==> src/rtl/core/assert_macros.svh <==
// Assertion macros shared by the circumcenter core modules.
// Expects a clock named clk and an active-low reset named rst_n in scope.
`ifndef ASSERT_MACROS_SVH
`define ASSERT_MACROS_SVH

// Check a condition at every clock edge outside reset.
`define CC3_ASSERT(label, prop) \
    label: assert property (@(posedge clk) disable iff (!rst_n) (prop)) \
        else $error("cc3 assertion failed");

// Check that a condition holds in the cycle after a trigger.
`define CC3_ASSERT_NEXT(label, ante, cons) \
    label: assert property (@(posedge clk) disable iff (!rst_n) (ante) |=> (cons)) \
        else $error("cc3 assertion failed");

`endif

==> src/rtl/core/cc3_pkg.sv <==
// Types and constants of the 3-D circumcenter core.
// No dependencies; used by cc3_front, cc3_back and circumcenter_3d_unit.
package cc3_pkg;

    localparam int COORD_W = 32;
    // Edge vectors, dot products, Gram products, numerators.
    localparam int VW = COORD_W + 1;
    localparam int XW = 2 * COORD_W + 4;
    localparam int YW = 2 * XW;
    localparam int ZW = YW + VW;
    // Divider: numerator 2*|num|, denominator 2*det, quotient bits.
    localparam int NW = ZW + 2;
    localparam int DW = YW;
    localparam int QB = COORD_W + 2;
    // Center before clamping.
    localparam int RW = COORD_W + 3;

    localparam logic signed [RW-1:0] RES_MAX = {4'b0000, {(COORD_W-1){1'b1}}};
    localparam logic signed [RW-1:0] RES_MIN = {4'b1111, {(COORD_W-1){1'b0}}};
    localparam logic [COORD_W-1:0] COORD_MAX = {1'b0, {(COORD_W-1){1'b1}}};
    localparam logic [COORD_W-1:0] COORD_MIN = {1'b1, {(COORD_W-1){1'b0}}};

    localparam logic [1:0] STATUS_OK    = 2'd0;
    localparam logic [1:0] STATUS_DEGEN = 2'd1;
    localparam logic [1:0] STATUS_SAT   = 2'd2;

    typedef struct packed {
        logic signed [COORD_W-1:0] first_x;
        logic signed [COORD_W-1:0] first_y;
        logic signed [COORD_W-1:0] first_z;
        logic signed [COORD_W-1:0] second_x;
        logic signed [COORD_W-1:0] second_y;
        logic signed [COORD_W-1:0] second_z;
        logic signed [COORD_W-1:0] third_x;
        logic signed [COORD_W-1:0] third_y;
        logic signed [COORD_W-1:0] third_z;
    } in_word_t;

    typedef struct packed {
        logic signed [COORD_W-1:0] center_x;
        logic signed [COORD_W-1:0] center_y;
        logic signed [COORD_W-1:0] center_z;
        logic [1:0]                status;
    } out_word_t;

    // Queue entry: first point and both edge vectors.
    typedef struct packed {
        logic [2:0][COORD_W-1:0] p1;
        logic [2:0][VW-1:0]      v1;
        logic [2:0][VW-1:0]      v2;
    } edge_t;

    typedef struct packed {
        logic [2:0][COORD_W-1:0] p1;
        logic [DW-1:0]           den;
        logic                    degen;
    } den_side_t;

    typedef struct packed {
        logic [2:0][COORD_W-1:0] p1;
        logic [2:0]              neg;
        logic                    degen;
    } div_side_t;

    // Queue handshake toward the back end.
    typedef struct packed {
        logic valid;
        logic pop;
    } q_ctrl_t;

endpackage

==> src/rtl/core/cc3_front.sv <==
// Front end: accepts point triples, forms edge vectors, queues them.
// Depends on cc3_pkg and assert_macros.svh.
`include "assert_macros.svh"

module cc3_front
    import cc3_pkg::*;
(
    input  logic     clk,
    input  logic     rst_n,
    input  logic     in_valid,
    output logic     in_ready,
    input  in_word_t in_data,
    output q_ctrl_t  q_ctrl,
    input  logic     q_pop,
    output edge_t    q_data
);

    logic [1:0] count_reg, count_next;
    logic       wr_ptr_reg, rd_ptr_reg;
    edge_t      mem_reg [2];
    edge_t      push_word;
    logic       push, pop;

    always_comb
    begin
        push_word.p1[0] = in_data.first_x;
        push_word.p1[1] = in_data.first_y;
        push_word.p1[2] = in_data.first_z;
        push_word.v1[0] = VW'(in_data.second_x) - VW'(in_data.first_x);
        push_word.v1[1] = VW'(in_data.second_y) - VW'(in_data.first_y);
        push_word.v1[2] = VW'(in_data.second_z) - VW'(in_data.first_z);
        push_word.v2[0] = VW'(in_data.third_x) - VW'(in_data.first_x);
        push_word.v2[1] = VW'(in_data.third_y) - VW'(in_data.first_y);
        push_word.v2[2] = VW'(in_data.third_z) - VW'(in_data.first_z);
    end

    assign in_ready     = ~count_reg[1];
    assign push         = in_valid & in_ready;
    assign pop          = q_pop;
    assign q_ctrl.valid = count_reg != 2'd0;
    assign q_ctrl.pop   = pop;
    assign q_data       = mem_reg[rd_ptr_reg];

    always_comb
    begin
        count_next = count_reg;
        if (push & ~pop)
            count_next = count_reg + 2'd1;
        else if (pop & ~push)
            count_next = count_reg - 2'd1;
    end

    always_ff @(posedge clk or negedge rst_n)
    begin
        if (!rst_n)
        begin
            count_reg  <= '0;
            wr_ptr_reg <= 1'b0;
            rd_ptr_reg <= 1'b0;
        end
        else
        begin
            count_reg <= count_next;
            if (push)
                wr_ptr_reg <= ~wr_ptr_reg;
            if (pop)
                rd_ptr_reg <= ~rd_ptr_reg;
        end
    end

    always_ff @(posedge clk)
    begin
        if (push)
            mem_reg[wr_ptr_reg] <= push_word;
    end

    `CC3_ASSERT(a_q_bound, count_reg <= 2'd2)
    `CC3_ASSERT_NEXT(a_q_drain, pop && !push, count_reg == $past(count_reg) - 2'd1)

endmodule

==> config.mk <==
export PLATFORM = sky130hd
export DESIGN_NAME = cc3_front
export DESIGN_NICKNAME = d
export VERILOG_FILES = /design/src/rtl/core/cc3_pkg.sv /design/src/rtl/core/cc3_front.sv
export VERILOG_INCLUDE_DIRS = /design/src /design/src/rtl/core
export SDC_FILE = /design/constraint.sdc
export NUM_CORES = 1
export LEC_CHECK = 0
export ABC_AREA = 0
export BUFFER_PORTS_ARGS = -buffer_cell sky130_fd_sc_hd__buf_2
export CAP_MARGIN = 10
export CORE_MARGIN = 2
export CORE_UTILIZATION = 61
export CTS_CLUSTER_DIAMETER = 100
export CTS_CLUSTER_SIZE = 25
export DETAILED_ROUTE_END_ITERATION = 6
export PLACE_DENSITY = 0.88
export SLEW_MARGIN = 20
export SYNTH_ARGS = -nofsm -noshare
export SYNTH_HDL_FRONTEND = slang
export SYNTH_SLANG_ARGS = --single-unit
==> constraint.sdc <==
create_clock -name clk -period 29.7 [get_ports clk]
set_clock_uncertainty 0.1 [all_clocks]
set_input_delay 5.94 -clock clk [delete_from_list [all_inputs] [get_ports clk]]
set_output_delay 5.94 -clock clk [all_outputs]
set_load 0.05 [all_outputs]
==> impl_results.md <==
* Run status: finished clean
* Post-Synthesis Cells at 2318
* Worst vdd ir at 90.7 uV
* LEAKAGE at 14.3 nW
* Crit-path max FO at 3
* Worst Tran Pin Value at 1.31 ns
* # hold bufs at CTS at 0
* Vias in the first global route at 21900
* Fillers at 3350
* Row Count at 82
* CTS tree: yes
* DRT Wirelength at 78000 um
* Crit Path Class: in2out
* Number of flip-flops in the largest register at 588
* Met3 usage in global routing at 0.0494
* Synth Area per Inst at 13.3 um^2
* FF/Latch Area at 17800 um^2
* Pin count of the biggest net entering global routing at 162
* Synth unique cells at 71
* Die span in x at 229 um
* IO Port Bufs at 588
* GRT Max-Usage Layer: met2
* Antenna Nets Post-Route at 0
* Pre-CTS WS at 17.35 ns
* Fmax at 0.0810 GHz
* Starting DRT DRC Count at 1846
* Startpoint class of the critical path: input pin
* Die Span Y at 229 um
* Drt via density at 6.03
* Synth Register Bits at 592
* Final hold vios at 0
* Fin crit period at 12.35 ns
* Share of layout cells above drive strength 1 at 0.325
* Drc violations at 0
* Reg clk slew, reported paths at 0.09 ns
* Critical Path Max Stage Delay at 0.26 ns
* WHS at 0.416 ns
* Setup WS post-layout at 17.35 ns
* Grt ovf at 0
* Die footprint at 52500 um^2
* Most frequent cells in the layout: buf_2 (588), edfxtp_1 (588), mux2_2 (294), ha_1 (193), inv_1 (159)
* Root buf cell: clkbuf_16
* Initial antenna violation count at 18
* Worst-path cell chain: buf_2 -> buf_2
* Hold/Removal Path Class: reg2reg
* Syn nets at 2809
* CP arrival at 6.31 ns
* Seq/Total Area, Yosys at 0.574
* Core box area at 50100 um^2
* Post-CTS Resized at 0
* Crit path max-delay family: buffers and inverters
* Slowest CP cell: buf_2
* Synth Flop Type: edfxtp_1
* Mapped cell area at 30900 um^2
* Ports at 589
* First-pass DRT Iterations at 5
* Fin nets at 3387
* Cell Count Post-Placement at 3539
* Num CTS Buffers at 27
* Relative slew slack at 0.129
* Ys async rst share at 0.00676
* DP HPWL at 59000 um
* P&R area growth vs syn at 14.4%
* Routing usage on met1 at 0.347
* Ys Warns at 0
* Max Slew Vio Count at 0
* Avg WL per Cell at 21.7 um
* Post-CTS Repair Setup Buffers at 0
* Clk Latency, worst-skew pair at 0.59 ns
* Met2 Track Usage GR at 0.494
* Worst path bufs/invs at 2
* Endpoints failing setup at 0
* Area leader, netlist: edfxtp_1
* Overall Global Routing Usage at 0.286
* Starting Density at 0.618
* Max-cap violation count at 0
* Clock buffer depth at 3
* Count of flip-flops with a built-in enable after synthesis at 588
* Via count at 21700
* GP Congestion at 1.02
* Power density cells at 87.4 nW/um^2
* CP endpoint kind: primary output
* RSZ-0062 raised after global routing: false
* Area share of the largest cell type after synthesis at 0.571
* Footprint of the multi-input gates at 12400 um^2
* Most used cell, CP: buf_2
* Largest cells by area after synthesis: edfxtp_1 (57%), mux2_2 (11%), ha_1 (7.8%), xnor2_1 (3.3%), a21oi_1 (2.5%)
* First-pass GRT wire length at 118000 um
* Htree depth at 1
* Final Cycle Share at 0.416
* Setup TNS at 0 ns
* Sink Count at 592
* Worst path required time at 23.66 ns
* Cell Count, Final, Fillers Out at 3593
-- through the flow --
step / instance area, um^2 / total power, mW / util
detailed placement: 34600 / 2.69 / 0.691
global route: 35400 / 3.19 / 0.707
CTS: 35300 / 3.09 / 0.706
floorplan: 30900 / 2.40 / -
finish: 35400 / 3.09 / 0.707
global placement: 34600 / 2.65 / 0.691
-- report_power, final --
part           switching, mW  total (mW)  internal [mW]  leakage (nW)
clock network          0.242       0.411          0.169         0.350
registers             0.0442        1.18           1.13          5.44
logic                   1.09        1.50          0.416          8.49
-- synth_stat cells, types with 5 or more instances --
cell	count
and2_1	10
nand2b_1	29
a21o_1	82
and3_1	16
o21bai_1	22
nor3_1	25
fa_1	6
a31oi_1	15
o21ai_0	80
o21ai_1	6
a221o_1	9
clkbuf_1	47
a211oi_1	13
o31a_1	5
inv_1	159
o21a_1	30
a21oi_1	156
xnor2_1	116
o22ai_1	8
nor2b_1	24
nand2_1	78
ha_1	193
xor2_1	53
edfxtp_1	588
o211ai_1	14
or2_2	7
or3_1	7
nor2_1	87
nand3_1	35
mux2_2	294
nand4_1	22
-- routing by layer --
| metal | vias to the layer above | wire [um] | share of wire |
|---|---|---|---|
| met5 | - | 46 | 0.00059 |
| met4 | 8 | 4310 | 0.055 |
| met3 | 236 | 6040 | 0.077 |
| met2 | 1053 | 38500 | 0.49 |
| met1 | 10500 | 29100 | 0.37 |
| li1 | 9918 | - | - |
-- final timing paths --
check | start | to | slack [ns] | depth (start not counted)
worst max-delay path | q_pop | q_ctrl[0] | 17.35 | 2
worst min-delay path | count_reg[0] | count_reg[0] | 0.42 | 1
worst max register to register | count_reg[1] | mem_reg[0][265] | 25.74 | 4
worst min register to register | count_reg[0] | count_reg[0] | 0.42 | 1
max in group asynchronous | rst_n | rd_ptr_reg | 24.27 | 1
min in group asynchronous | rst_n | rd_ptr_reg | 5.05 | 1
-- cells by family (layout without fill, tap and decap cells) --
family / Yosys count / in the layout / share of synthesized area
compound gates: 495 / 495 / 0.105
xor+xnor: 169 / 169 / 0.0479
fa+ha+maj: 199 / 199 / 0.0820
buf+inv: 208 / 796 / 0.0254
flops: 592 / 592 / 0.574
mux: 296 / 296 / 0.108
other cells: 0 / 15 / 0
simple gates: 359 / 359 / 0.0579
-- cell type report --
cell class | instances | area share
flip-flops and latches | 592 | 0.502
multi-input cells | 1518 | 0.350
repair buffers | 598 | 0.0857
well taps | 672 | 0.0238
clock buffers | 38 | 0.0203
inverters | 159 | 0.0169
diodes | 15 | 0.00106
clock inverters | 1 | 0.000248
(Power assumes the default switching activity.)
